[config.mk]
export PLATFORM = sky130hd
export DESIGN_NAME = png_stream_encoder_stored_unit_flat
export DESIGN_NICKNAME = d
export VERILOG_FILES = /design/src/hw/rtl/pngenc_pkg.sv /design/src/hw/rtl/pngenc_if.sv /design/src/hw/rtl/pngenc_ctrl.sv /design/src/hw/rtl/pngenc_dp.sv /design/src/hw/rtl/png_stream_encoder_stored_unit.sv /design/src/flat_wrapper.sv
export SDC_FILE = /design/constraint.sdc
export NUM_CORES = 2
export LEC_CHECK = 0
export ABC_AREA = 1
export BUFFER_PORTS_ARGS = -buffer_cell sky130_fd_sc_hd__buf_2
export CAP_MARGIN = 20
export CORE_ASPECT_RATIO = 0.75
export CORE_MARGIN = 2
export CORE_UTILIZATION = 40
export CTS_BUF_LIST = sky130_fd_sc_hd__clkbuf_4 sky130_fd_sc_hd__clkbuf_8
export CTS_CLUSTER_DIAMETER = 30
export CTS_CLUSTER_SIZE = 24
export DETAILED_ROUTE_END_ITERATION = 6
export SETUP_SLACK_MARGIN = 0.1
export SYNTH_ARGS = -nofsm -noshare
export SYNTH_HDL_FRONTEND = slang
export SYNTH_HIERARCHICAL = 1
export SYNTH_SLANG_ARGS = --single-unit
[constraint.sdc]
create_clock -name clk_i -period 11.6 [get_ports clk_i]
set_input_delay 1.74 -clock clk_i [delete_from_list [all_inputs] [get_ports clk_i]]
set_output_delay 1.74 -clock clk_i [all_outputs]
set_load 0.1 [all_outputs]
[src/hw/rtl/pngenc_pkg.sv]
// pngenc_pkg: shared types, constants and helper functions of the PNG stream encoder.
// Used by the controller, datapath, top level, checker and the testbench.
`default_nettype none
package pngenc_pkg;

  localparam int unsigned DIM_BITS_DEF = 14;
  localparam int unsigned CFG_W        = 15;
  localparam int unsigned IDX_W        = 1;

  // configuration register indexes
  localparam logic [IDX_W-1:0] REG_WIDTH  = 1'd0;
  localparam logic [IDX_W-1:0] REG_HEIGHT = 1'd1;

  // input commands
  localparam logic CMD_START = 1'b0;
  localparam logic CMD_PIXEL = 1'b1;

  localparam logic [31:0] CRC_POLY  = 32'hEDB88320;
  localparam logic [31:0] ALL_ONES  = 32'hFFFFFFFF;
  localparam logic [16:0] ADLER_MOD = 17'd65521;
  localparam logic [15:0] BLOCK_MAX = 16'hFFFF;

  localparam logic [63:0] PNG_SIG   = 64'h89504E470D0A1A0A;
  localparam logic [31:0] TYPE_IHDR = 32'h49484452;
  localparam logic [31:0] TYPE_IDAT = 32'h49444154;
  localparam logic [31:0] TYPE_IEND = 32'h49454E44;
  localparam logic [7:0]  ZLIB_CMF  = 8'h78;
  localparam logic [7:0]  ZLIB_FLG  = 8'h01;

  // byte positions inside the start sequence
  localparam logic [5:0] ST_LEN       = 6'd8;
  localparam logic [5:0] ST_IHDR_TYPE = 6'd12;
  localparam logic [5:0] ST_IHDR_DATA = 6'd16;
  localparam logic [5:0] ST_IHDR_CRC  = 6'd29;
  localparam logic [5:0] ST_ZLEN      = 6'd33;
  localparam logic [5:0] ST_IDAT_TYPE = 6'd37;
  localparam logic [5:0] ST_ZLIB      = 6'd41;
  localparam logic [5:0] ST_LAST      = 6'd42;

  // byte positions inside the trailer
  localparam logic [5:0] FIN_CRC       = 6'd4;
  localparam logic [5:0] FIN_IEND_LEN  = 6'd8;
  localparam logic [5:0] FIN_IEND_TYPE = 6'd12;
  localparam logic [5:0] FIN_IEND_CRC  = 6'd16;
  localparam logic [5:0] FIN_LAST      = 6'd19;

  localparam logic [2:0] HDR_LAST = 3'd4;
  localparam logic [2:0] RAW_LAST = 3'd4;

  typedef enum logic [2:0] {
    OP_NONE,
    OP_START,
    OP_HDR,
    OP_RAW,
    OP_FIN
  } op_e;

  // controller -> datapath
  typedef struct packed {
    op_e        op;
    logic [5:0] idx;
    logic       last;
    logic       pix_load;
  } cmd_t;

  // datapath -> controller
  typedef struct packed {
    logic busy;
    logic blk_zero;
    logic col_zero;
    logic img_last;
    logic can_emit;
  } stat_t;

  // byte k of a big-endian word
  function automatic logic [7:0] be_byte(input logic [31:0] v, input logic [1:0] k);
    return 8'(v >> {~k, 3'b000});
  endfunction

  // CRC-32 (reflected) over one byte
  function automatic logic [31:0] crc_byte(input logic [31:0] c, input logic [7:0] b);
    logic [31:0] r;
    r = c ^ {24'd0, b};
    for (int k = 0; k < 8; k++) begin
      r = r[0] ? ((r >> 1) ^ CRC_POLY) : (r >> 1);
    end
    return r;
  endfunction

endpackage
`default_nettype wire

[src/hw/rtl/pngenc_if.sv]
// Stream interfaces of the PNG encoder: pixel input and byte output.
// Depends on nothing but plain logic types.
`default_nettype none
interface pngenc_pix_if;
  logic       valid;
  logic       ready;
  logic       cmd;
  logic [7:0] red;
  logic [7:0] green;
  logic [7:0] blue;
  logic [7:0] alpha;

  modport source (output valid, cmd, red, green, blue, alpha, input ready);
  modport sink (input valid, cmd, red, green, blue, alpha, output ready);
  modport mon (input valid, ready, cmd, red, green, blue, alpha);
endinterface

interface pngenc_byte_if;
  logic       valid;
  logic       ready;
  logic [7:0] out_byte;
  logic       run_last;

  modport source (output valid, out_byte, run_last, input ready);
  modport sink (input valid, out_byte, run_last, output ready);
  modport mon (input valid, ready, out_byte, run_last);
endinterface
`default_nettype wire

[src/hw/rtl/pngenc_ctrl.sv]
// pngenc_ctrl: sequencer that walks the start, block header, raw and trailer bytes.
// Depends on pngenc_pkg; drives the datapath through cmd_t, reads stat_t.
`default_nettype none
module pngenc_ctrl (
  input  logic               clk_i,
  input  logic               rst_ni,
  input  logic               in_valid_i,
  input  logic               in_cmd_i,
  output logic               in_ready_o,
  input  pngenc_pkg::stat_t  stat_i,
  output pngenc_pkg::cmd_t   cmd_o
);
  import pngenc_pkg::*;

  typedef enum logic [1:0] {
    S_IDLE,
    S_START,
    S_PIX,
    S_FIN
  } state_e;

  state_e     state_q, state_d;
  logic [5:0] cnt_q, cnt_d;
  logic [2:0] hcnt_q, hcnt_d;

  assign in_ready_o = (state_q == S_IDLE);

  // next state and command
  always_comb begin
    state_d = state_q;
    cnt_d   = cnt_q;
    hcnt_d  = hcnt_q;
    cmd_o   = '{op: OP_NONE, idx: cnt_q, last: 1'b0, pix_load: 1'b0};
    unique case (state_q)
      S_IDLE: begin
        if (in_valid_i) begin
          if (in_cmd_i == CMD_START) begin
            state_d = S_START;
            cnt_d   = '0;
          end else if (stat_i.busy) begin
            state_d        = S_PIX;
            cmd_o.pix_load = 1'b1;
            cnt_d          = stat_i.col_zero ? 6'd0 : 6'd1;
            hcnt_d         = '0;
          end
        end
      end
      S_START: begin
        if (stat_i.can_emit) begin
          cmd_o.op = OP_START;
          if (cnt_q == ST_LAST) begin
            cmd_o.last = 1'b1;
            state_d    = S_IDLE;
          end else begin
            cnt_d = cnt_q + 6'd1;
          end
        end
      end
      S_PIX: begin
        if (stat_i.can_emit) begin
          // a stored-block header goes ahead of the byte that opens a block
          if (stat_i.blk_zero) begin
            cmd_o.op  = OP_HDR;
            cmd_o.idx = {3'd0, hcnt_q};
            hcnt_d    = (hcnt_q == HDR_LAST) ? 3'd0 : hcnt_q + 3'd1;
          end else begin
            cmd_o.op = OP_RAW;
            if (cnt_q[2:0] == RAW_LAST) begin
              cmd_o.last = !stat_i.img_last;
              state_d    = stat_i.img_last ? S_FIN : S_IDLE;
              cnt_d      = '0;
            end else begin
              cnt_d = cnt_q + 6'd1;
            end
          end
        end
      end
      S_FIN: begin
        if (stat_i.can_emit) begin
          cmd_o.op = OP_FIN;
          if (cnt_q == FIN_LAST) begin
            cmd_o.last = 1'b1;
            state_d    = S_IDLE;
          end else begin
            cnt_d = cnt_q + 6'd1;
          end
        end
      end
      default: state_d = S_IDLE;
    endcase
  end

  always_ff @(posedge clk_i or negedge rst_ni) begin
    if (!rst_ni) begin
      state_q <= S_IDLE;
      cnt_q   <= '0;
      hcnt_q  <= '0;
    end else begin
      state_q <= state_d;
      cnt_q   <= cnt_d;
      hcnt_q  <= hcnt_d;
    end
  end

endmodule
`default_nettype wire

[src/hw/rtl/pngenc_dp.sv]
// pngenc_dp: config registers, length math, CRC-32, Adler-32, counters and output register.
// Depends on pngenc_pkg; commanded by pngenc_ctrl.
`default_nettype none
module pngenc_dp #(
  parameter int unsigned DIM_BITS = pngenc_pkg::DIM_BITS_DEF
) (
  input  logic                          clk_i,
  input  logic                          rst_ni,
  input  logic                          cfg_we_i,
  input  logic [pngenc_pkg::IDX_W-1:0]  cfg_idx_i,
  input  logic [pngenc_pkg::CFG_W-1:0]  cfg_data_i,
  input  logic [7:0]                    red_i,
  input  logic [7:0]                    green_i,
  input  logic [7:0]                    blue_i,
  input  logic [7:0]                    alpha_i,
  input  pngenc_pkg::cmd_t              cmd_i,
  output pngenc_pkg::stat_t             stat_o,
  input  logic                          out_ready_i,
  output logic                          out_valid_o,
  output logic [7:0]                    out_byte_o,
  output logic                          out_last_o
);
  import pngenc_pkg::*;

  localparam int unsigned DW    = DIM_BITS + 1;
  localparam int unsigned LIM   = 1 << DIM_BITS;
  localparam int unsigned RAW_W = (2 * DW + 3 > 34) ? 2 * DW + 3 : 34;

  logic [CFG_W-1:0]    w_cfg_q, h_cfg_q;
  logic [DW-1:0]       w_eff, h_eff;
  logic [RAW_W-1:0]    raw_q, blk_q, blk_x;
  logic [31:0]         zlen_q;
  logic                busy_q, last_q;
  logic [31:0]         crc_q, crc_base;
  logic [15:0]         adl_l_q, adl_h_q;
  logic [16:0]         adl_l_s, adl_h_s;
  logic [15:0]         adl_l_n, adl_h_n;
  logic [DIM_BITS-1:0] col_q, row_q;
  logic [DW-1:0]       col_n, row_n;
  logic [15:0]         blk_left_q, blk_n;
  logic [RAW_W-1:0]    raw_left_q;
  logic [7:0]          red_q, green_q, blue_q, alpha_q;
  logic [7:0]          byte_d;
  logic                crc_en, crc_seed, emit;
  logic                ovalid_q, olast_q;
  logic [7:0]          obyte_q;
  logic [5:0]          k;

  function automatic logic [DW-1:0] eff_dim(input logic [CFG_W-1:0] v);
    if (v == '0) return DW'(1);
    if (32'(v) > LIM) return DW'(LIM);
    return DW'(v);
  endfunction

  assign w_eff = eff_dim(w_cfg_q);
  assign h_eff = eff_dim(h_cfg_q);
  assign emit  = (cmd_i.op != OP_NONE);
  assign k     = cmd_i.idx;

  // block length of the next stored block
  assign blk_n = (raw_left_q < RAW_W'(BLOCK_MAX)) ? raw_left_q[15:0] : BLOCK_MAX;

  // ceil(raw / 65535) via reciprocal: floor(x/65535) = (x + (x>>16) + 1) >> 16
  assign blk_x = raw_q + RAW_W'(BLOCK_MAX) - RAW_W'(1);

  // free-running length math; settles while the block is idle
  always_ff @(posedge clk_i) begin
    raw_q  <= RAW_W'(h_eff) * RAW_W'({w_eff, 2'b01});
    blk_q  <= (blk_x + (blk_x >> 16) + RAW_W'(1)) >> 16;
    zlen_q <= 32'(raw_q + (blk_q << 2) + blk_q + RAW_W'(6));
  end

  // byte select and CRC coverage
  always_comb begin
    byte_d   = 8'h00;
    crc_en   = 1'b0;
    crc_seed = 1'b0;
    unique case (cmd_i.op)
      OP_START: begin
        if (k < ST_LEN) begin
          byte_d = 8'(PNG_SIG >> {~k[2:0], 3'b000});
        end else if (k < ST_IHDR_TYPE) begin
          byte_d = (k == ST_IHDR_TYPE - 6'd1) ? 8'd13 : 8'd0;
        end else if (k < ST_IHDR_DATA) begin
          byte_d   = be_byte(TYPE_IHDR, 2'(k - ST_IHDR_TYPE));
          crc_en   = 1'b1;
          crc_seed = (k == ST_IHDR_TYPE);
        end else if (k < ST_IHDR_CRC) begin
          crc_en = 1'b1;
          unique case (4'(k - ST_IHDR_DATA))
            4'd2:    byte_d = be_byte(32'(w_eff), 2'd2);
            4'd3:    byte_d = be_byte(32'(w_eff), 2'd3);
            4'd6:    byte_d = be_byte(32'(h_eff), 2'd2);
            4'd7:    byte_d = be_byte(32'(h_eff), 2'd3);
            4'd8:    byte_d = 8'd8;
            4'd9:    byte_d = 8'd6;
            default: byte_d = 8'd0;
          endcase
        end else if (k < ST_ZLEN) begin
          byte_d = be_byte(crc_q ^ ALL_ONES, 2'(k - ST_IHDR_CRC));
        end else if (k < ST_IDAT_TYPE) begin
          byte_d = be_byte(zlen_q, 2'(k - ST_ZLEN));
        end else if (k < ST_ZLIB) begin
          byte_d   = be_byte(TYPE_IDAT, 2'(k - ST_IDAT_TYPE));
          crc_en   = 1'b1;
          crc_seed = (k == ST_IDAT_TYPE);
        end else begin
          byte_d = (k == ST_ZLIB) ? ZLIB_CMF : ZLIB_FLG;
          crc_en = 1'b1;
        end
      end
      OP_HDR: begin
        crc_en = 1'b1;
        unique case (k[2:0])
          3'd0:    byte_d = {7'd0, raw_left_q <= RAW_W'(BLOCK_MAX)};
          3'd1:    byte_d = blk_n[7:0];
          3'd2:    byte_d = blk_n[15:8];
          3'd3:    byte_d = ~blk_n[7:0];
          default: byte_d = ~blk_n[15:8];
        endcase
      end
      OP_RAW: begin
        crc_en = 1'b1;
        unique case (k[2:0])
          3'd1:    byte_d = red_q;
          3'd2:    byte_d = green_q;
          3'd3:    byte_d = blue_q;
          3'd4:    byte_d = alpha_q;
          default: byte_d = 8'h00;
        endcase
      end
      OP_FIN: begin
        if (k < FIN_CRC) begin
          byte_d = be_byte({adl_h_q, adl_l_q}, 2'(k));
          crc_en = 1'b1;
        end else if (k < FIN_IEND_LEN) begin
          byte_d = be_byte(crc_q ^ ALL_ONES, 2'(k - FIN_CRC));
        end else if (k < FIN_IEND_TYPE) begin
          byte_d = 8'd0;
        end else if (k < FIN_IEND_CRC) begin
          byte_d   = be_byte(TYPE_IEND, 2'(k - FIN_IEND_TYPE));
          crc_en   = 1'b1;
          crc_seed = (k == FIN_IEND_TYPE);
        end else begin
          byte_d = be_byte(crc_q ^ ALL_ONES, 2'(k - FIN_IEND_CRC));
        end
      end
      default: byte_d = 8'h00;
    endcase
  end

  assign crc_base = crc_seed ? ALL_ONES : crc_q;

  // Adler-32 step on one raw byte
  always_comb begin
    adl_l_s = {1'b0, adl_l_q} + {9'd0, byte_d};
    adl_l_n = (adl_l_s >= ADLER_MOD) ? 16'(adl_l_s - ADLER_MOD) : adl_l_s[15:0];
    adl_h_s = {1'b0, adl_h_q} + {1'b0, adl_l_n};
    adl_h_n = (adl_h_s >= ADLER_MOD) ? 16'(adl_h_s - ADLER_MOD) : adl_h_s[15:0];
  end

  assign col_n = DW'(col_q) + DW'(1);
  assign row_n = DW'(row_q) + DW'(1);

  // control state
  always_ff @(posedge clk_i or negedge rst_ni) begin
    if (!rst_ni) begin
      w_cfg_q  <= CFG_W'(1);
      h_cfg_q  <= CFG_W'(1);
      busy_q   <= 1'b0;
      ovalid_q <= 1'b0;
    end else begin
      if (cfg_we_i && !busy_q) begin
        if (cfg_idx_i == REG_WIDTH) w_cfg_q <= cfg_data_i;
        if (cfg_idx_i == REG_HEIGHT) h_cfg_q <= cfg_data_i;
      end
      if (cmd_i.op == OP_START && k == ST_LAST) busy_q <= 1'b1;
      if (cmd_i.op == OP_FIN && k == FIN_LAST) busy_q <= 1'b0;
      if (emit) ovalid_q <= 1'b1;
      else if (out_ready_i) ovalid_q <= 1'b0;
    end
  end

  // running checksums, counters and output payload
  always_ff @(posedge clk_i) begin
    if (cmd_i.pix_load) begin
      red_q   <= red_i;
      green_q <= green_i;
      blue_q  <= blue_i;
      alpha_q <= alpha_i;
      last_q  <= (col_n >= w_eff) && (row_n >= h_eff);
    end
    if (emit) begin
      obyte_q <= byte_d;
      olast_q <= cmd_i.last;
    end
    if (crc_en) crc_q <= crc_byte(crc_base, byte_d);
    if (cmd_i.op == OP_FIN && k == FIN_LAST) crc_q <= ALL_ONES;
    if (cmd_i.op == OP_START && k == ST_LAST) begin
      adl_l_q    <= 16'd1;
      adl_h_q    <= 16'd0;
      col_q      <= '0;
      row_q      <= '0;
      blk_left_q <= '0;
      raw_left_q <= raw_q;
    end
    if (cmd_i.op == OP_HDR && k[2:0] == HDR_LAST) blk_left_q <= blk_n;
    if (cmd_i.op == OP_RAW) begin
      adl_l_q <= adl_l_n;
      adl_h_q <= adl_h_n;
      if (blk_left_q != '0) blk_left_q <= blk_left_q - 16'd1;
      if (raw_left_q != '0) raw_left_q <= raw_left_q - RAW_W'(1);
      if (k[2:0] == RAW_LAST) begin
        if (col_n >= w_eff) begin
          col_q <= '0;
          row_q <= (row_n >= h_eff) ? '0 : row_n[DIM_BITS-1:0];
        end else begin
          col_q <= col_n[DIM_BITS-1:0];
        end
      end
    end
  end

  assign stat_o = '{busy: busy_q, blk_zero: (blk_left_q == '0), col_zero: (col_q == '0),
                    img_last: last_q, can_emit: (!ovalid_q || out_ready_i)};

  assign out_valid_o = ovalid_q;
  assign out_byte_o  = obyte_q;
  assign out_last_o  = olast_q;

endmodule
`default_nettype wire

[src/hw/rtl/png_stream_encoder_stored_unit.sv]
// Top level of the PNG stream encoder (RGBA8, stored deflate blocks).
// Depends on pngenc_pkg, pngenc_if, pngenc_ctrl and pngenc_dp.
//
// A start item produces the 43-byte file head (signature, IHDR with CRC, IDAT length,
// "IDAT", zlib header); a pixel item produces its four samples, plus a filter byte at
// each row start, a 5-byte stored header when a stored block (at most 65535 bytes)
// opens, and on the last pixel the 20-byte trailer (Adler-32, IDAT CRC, IEND). The
// output runs at one byte per cycle while the receiver is ready, through a single output
// register; a new item is taken only after all bytes of the last are in that register.
// Width and height are written only between images; pixels outside an image are dropped.
`default_nettype none
module png_stream_encoder_stored_unit #(
  parameter int unsigned DIM_BITS = pngenc_pkg::DIM_BITS_DEF
) (
  input  logic                         clk_i,
  input  logic                         rst_ni,
  input  logic                         cfg_we_i,
  input  logic [pngenc_pkg::IDX_W-1:0] cfg_idx_i,
  input  logic [pngenc_pkg::CFG_W-1:0] cfg_data_i,
  pngenc_pix_if.sink                   pix_i,
  pngenc_byte_if.source                byte_o
);
  import pngenc_pkg::*;

  cmd_t  cmd;
  stat_t stat;

  pngenc_ctrl u_ctrl (
    .clk_i      (clk_i),
    .rst_ni     (rst_ni),
    .in_valid_i (pix_i.valid),
    .in_cmd_i   (pix_i.cmd),
    .in_ready_o (pix_i.ready),
    .stat_i     (stat),
    .cmd_o      (cmd)
  );

  pngenc_dp #(.DIM_BITS(DIM_BITS)) u_dp (
    .clk_i       (clk_i),
    .rst_ni      (rst_ni),
    .cfg_we_i    (cfg_we_i),
    .cfg_idx_i   (cfg_idx_i),
    .cfg_data_i  (cfg_data_i),
    .red_i       (pix_i.red),
    .green_i     (pix_i.green),
    .blue_i      (pix_i.blue),
    .alpha_i     (pix_i.alpha),
    .cmd_i       (cmd),
    .stat_o      (stat),
    .out_ready_i (byte_o.ready),
    .out_valid_o (byte_o.valid),
    .out_byte_o  (byte_o.out_byte),
    .out_last_o  (byte_o.run_last)
  );

endmodule
`default_nettype wire

[src/flat_wrapper.sv]
// flat-port wrapper written by rule: the top's interface ports become plain ports
module png_stream_encoder_stored_unit_flat import pngenc_pkg::*;
#(
  parameter int unsigned DIM_BITS = pngenc_pkg::DIM_BITS_DEF
)
  (clk_i, rst_ni, cfg_we_i, cfg_idx_i, cfg_data_i, pix_i_valid, pix_i_cmd, pix_i_red, pix_i_green, pix_i_blue, pix_i_alpha, pix_i_ready, byte_o_valid, byte_o_out_byte, byte_o_run_last, byte_o_ready);
  pngenc_pix_if pix_i_i ();
  pngenc_byte_if byte_o_i ();
  input  logic clk_i;
  input  logic rst_ni;
  input  logic cfg_we_i;
  input  logic [pngenc_pkg::IDX_W-1:0] cfg_idx_i;
  input  logic [pngenc_pkg::CFG_W-1:0] cfg_data_i;
  input wire logic [$bits(pix_i_i.valid)-1:0] pix_i_valid;
  input wire logic [$bits(pix_i_i.cmd)-1:0] pix_i_cmd;
  input wire logic [$bits(pix_i_i.red)-1:0] pix_i_red;
  input wire logic [$bits(pix_i_i.green)-1:0] pix_i_green;
  input wire logic [$bits(pix_i_i.blue)-1:0] pix_i_blue;
  input wire logic [$bits(pix_i_i.alpha)-1:0] pix_i_alpha;
  output wire logic [$bits(pix_i_i.ready)-1:0] pix_i_ready;
  output wire logic [$bits(byte_o_i.valid)-1:0] byte_o_valid;
  output wire logic [$bits(byte_o_i.out_byte)-1:0] byte_o_out_byte;
  output wire logic [$bits(byte_o_i.run_last)-1:0] byte_o_run_last;
  input wire logic [$bits(byte_o_i.ready)-1:0] byte_o_ready;
  assign pix_i_i.valid = pix_i_valid;
  assign pix_i_i.cmd = pix_i_cmd;
  assign pix_i_i.red = pix_i_red;
  assign pix_i_i.green = pix_i_green;
  assign pix_i_i.blue = pix_i_blue;
  assign pix_i_i.alpha = pix_i_alpha;
  assign pix_i_ready = pix_i_i.ready;
  assign byte_o_valid = byte_o_i.valid;
  assign byte_o_out_byte = byte_o_i.out_byte;
  assign byte_o_run_last = byte_o_i.run_last;
  assign byte_o_i.ready = byte_o_ready;
  png_stream_encoder_stored_unit #(.DIM_BITS(DIM_BITS)) u_core (.clk_i(clk_i), .rst_ni(rst_ni), .cfg_we_i(cfg_we_i), .cfg_idx_i(cfg_idx_i), .cfg_data_i(cfg_data_i), .pix_i(pix_i_i), .byte_o(byte_o_i));
endmodule
==> metrics.log <==
[metrics] routed length per placed instance: about 18 um
[metrics] Inserted Clock Buffers: 78
[metrics] Most Crowded Layer GR: met1
[metrics] HPWL after DPL: 74100 um
[metrics] largest net degree at the start of global routing: 70
[metrics] number of primary I/O pins: between 60 and 70
[metrics] Antenna Violating Nets Remaining: 0
[metrics] critical path class: primary input to flop
[metrics] run status: complete, no violations
[metrics] initial antenna violation count: 3
[metrics] Die W: 319 um
[metrics] worst slew slack as a fraction of its limit: 26.4%
[metrics] Starting DRT DRC Count: 2671
[metrics] data required time of the worst path: 12.00 ns
[metrics] power per cell area: 223 nW/um2
[metrics] class of the worst hold path: flop to flop
[metrics] met1 Use GR: 39.4%
[metrics] leakage component of the power: 0.0165 uW
[metrics] critical path's most frequent cell: nand2_1
[metrics] maxcap violations: 0
[metrics] distinct cell type count of the synthesized netlist: 79
[metrics] share of the clock period used by the worst path: around 90%
[metrics] switching component of the power: 3790 uW
[metrics] effective utilization at floorplan: between 40% and 50%
[metrics] clock network fraction of total power: between 20% and 30%
[metrics] Post-Syn Instances: ~4k
[metrics] most instantiated flip-flop cell in the synthesis netlist: dfxtp_1
[metrics] Post-layout nets: 4573
[metrics] GRT Residual Overflow: 0
[metrics] area taken by flip-flops and latches: 7140 um2
[metrics] unrepaired setup endpoints after global routing: false
[metrics] count of TritonRoute iterations in the first routing pass: 6
[metrics] maximum VDD drop: 0.154 mV
[metrics] fraction of the yosys area taken by sequential cells: between 20% and 30%
[metrics] number of flops mapped to enable cells by yosys: 74
[metrics] final count of hold timing violations: 0
[metrics] RePlAce Congestion: 0.963
[metrics] Final Worst Setup Slack: 1.22 ns
[metrics] post-synthesis net count: 4498
[metrics] total wire length: 94500 um
[metrics] clock insertion delay at the later pin of the skew report: 0.72 ns
[metrics] via count of the first global-routing pass: 24.8k
[metrics] share of power burned in combinational logic: between 50 and 60%
[metrics] Die Outline Area: approximately 77000 um2
[metrics] vias: 27.0k
[metrics] final worst hold slack: 0.477 ns
[metrics] crit-path max cell delay: around 0.47 ns
[metrics] setup violation total in the final timing report: 0
[metrics] worst setup slack before clock tree synthesis: approximately 0.71 ns
[metrics] layout-stage area growth over the synthesis result: 10.9%
[metrics] via density per instance: 5.29
[metrics] total power of the final layout: 7380 uW
[metrics] post-route clock skew: 0.0740 ns
[metrics] fraction of final layout cells with drive strength greater than 1: 9.46%
[metrics] syn_area_per_cell: 7.44 um2
[metrics] Clock transition at path regs: 0.05 ns
[metrics] wire length of the first global-routing pass: 148000 um
[metrics] Async SR Flop Fraction: 13.9%
[metrics] dominant cell by count in the synthesized netlist: nand2_1
[metrics] CTS-repair resized insts: 0
[metrics] combined area of the multi-input logic cells: approximately 20000 um2
[metrics] worst endpoint data arrival time: 10.78 ns
[metrics] total track usage: 24.7%
[metrics] area leader, netlist: fa_1
[metrics] final total negative setup slack: 0 ns
[metrics] peak clock frequency supported by timing: just under 0.1 GHz
[metrics] number of rows in the core area: 86
[metrics] TritonCTS clock tree: built
[metrics] y dimension of the die: between 200 and 250 um
[metrics] Hold-fix buffers, CTS: 0
[metrics] total DRC errors in the routed layout: 0
[metrics] final number of max-transition violations: 0
[metrics] ranking of synthesized cells by area: fa_1 (13%), dfxtp_1 (13%), nand2_1 (11%)
[metrics] Port Buffers: 64
[metrics] TritonCTS sink count: 309
[metrics] global routing met3 resource utilization: 5.69%
[metrics] maximum fanout count along the critical path: 24
[metrics] top cells by instance count after synthesis: nand2_1 (899), inv_1 (567), nor2_1 (383)
[metrics] area of the core region: between 70000 and 80000 um2
[metrics] kind of capture point of the worst setup path: flop
[metrics] # Post-CTS Setup Buffers: 0
[metrics] Cell Area, Synth: 29800 um2
[metrics] nature of the critical path startpoint: primary input
[metrics] CTS Root Cell: clkbuf_8
[metrics] fraction of met2 tracks used by global routing: 32.6%
[metrics] Pint: roughly 3600 uW
[metrics] Max clock buf depth: 3
[metrics] worst-margin pin slew: 1.10 ns
[metrics] area share of the largest cell type after synthesis: a little over an eighth
[metrics] switching share of power: 51.3%
[metrics] slowest library cell on the worst path: nand3_2
[metrics] Cells after DPL: 4967
[metrics] filler cell count: between 7k and 8k
[metrics] synth warn: 6
[metrics] Seq pwr share: a little over a fifth
[metrics] Period minus WS final: between 10 and 15 ns
[metrics] Final Instance Count excl. Fillers: 5115
[metrics] deepest level of the CTS H-tree: 3
[metrics] Synth Register Bits: 309
[cell families after synthesis]
logic type | share of synthesized area [%]
buffers and inverters | 9.33
adders and majority gates | 23.4
DFF | 24.0
other | 0.0126
xor gates and xnor gates | 6.32
AOI/OAI and AO/OA | 11.8
and+or+nand+nor | 25.1
muxes | 0.134
[metal layers]
layer	wire length (um)	vias up
met5	0	-
li1	-	13135
met3	9190	125
met2	35800	1119
met4	1820	0
met1	47700	12655
[power by group through the flow]
stage               clock, uW  sequential (uW)  combinational (uW)
CTS                      1620             1550                4170
finish                   1580             1560                4250
global placement            0             1570                4140
detailed placement          0             1560                4140
floorplan                   0             1600                3190
global route             1680             1580                4710
[per-stage QoR]
step | util (%) | instance area [um2]
finish | 44.9 | 33100
global route | 44.9 | 33000
CTS | 44.9 | 33000
detailed placement | 42.3 | 31200
global placement | 42.3 | 31200
floorplan | - | 29800
[worst max-delay path, delay by kind of cell]
family | cells | cell delay (ns)
xor+xnor | 2 | 0.58
fa+ha+maj | 5 | 1.40
compound gates | 6 | 0.89
buf+inv | 13 | 1.89
simple gates | 29 | 4.25
[placed cells by master (no fill, tap or decap), types with 13 or more instances in the layout]
cell | netlist | layout
a21oi_1 | 205 | 205
buf_2 | 16 | 64
buf_4 | 6 | 41
clkbuf_8 | 0 | 83
clkinv_1 | 14 | 15
clkinvlp_4 | 0 | 13
dfrtp_1 | 41 | 41
dfxtp_1 | 192 | 192
edfxtp_1 | 74 | 74
fa_1 | 198 | 198
ha_1 | 240 | 240
inv_1 | 567 | 566
inv_2 | 20 | 21
nand2_1 | 899 | 899
nand2_2 | 27 | 27
nand3_1 | 213 | 212
nand4_1 | 56 | 56
nor2_1 | 383 | 380
nor2_2 | 17 | 19
nor2_4 | 12 | 13
nor3_1 | 59 | 58
o211ai_1 | 29 | 29
o21ai_0 | 219 | 217
o21ai_1 | 16 | 17
o31ai_1 | 16 | 16
xnor2_1 | 42 | 42
xor2_1 | 160 | 160
[flip-flops by register name, summed over array words and instances, names as in the netlist, 14 cells and up]
name	count
u_core/u_dp/zlen_q	32
u_core/u_dp/crc_q	32
u_core/u_dp/blk_left_q	16
u_core/u_dp/raw_left_q	34
u_core/u_dp/blk_q	18
u_core/u_dp/row_q	14
u_core/u_dp/col_q	14
u_core/u_dp/raw_q	32
u_core/u_dp/w_cfg_q	15
u_core/u_dp/h_cfg_q	15
u_core/u_dp/adl_l_q	16
u_core/u_dp/adl_h_q	16
[worst paths after layout]
kind,startpoint,end,slack (ns),cells after the start
min reg2reg,u_core/u_dp/crc_q[25],u_core/u_dp/crc_q[25],0.48,2
max in group asynchronous,rst_ni,u_core/u_ctrl/cnt_q[0],10.22,2
min in group asynchronous,rst_ni,u_core/u_dp/w_cfg_q[10],0.90,1
max,byte_o_ready,u_core/u_dp/adl_h_q[5],1.22,55
min,u_core/u_dp/crc_q[25],u_core/u_dp/crc_q[25],0.48,2
max reg2reg,u_core/u_dp/blk_left_q[0],u_core/u_dp/adl_h_q[5],1.29,57
[area by class of cell]
type / instances / area share, %
diodes: 3 / 0.0227
clock buffers: 94 / 3.71
well taps: 968 / 3.66
flip-flops and latches: 309 / 21.6
repair buffers: 107 / 2.01
multi-input cells: 2982 / 60.2
inverters: 603 / 6.88
clock inverters: 49 / 1.89
(Power assumes the default switching activity.)
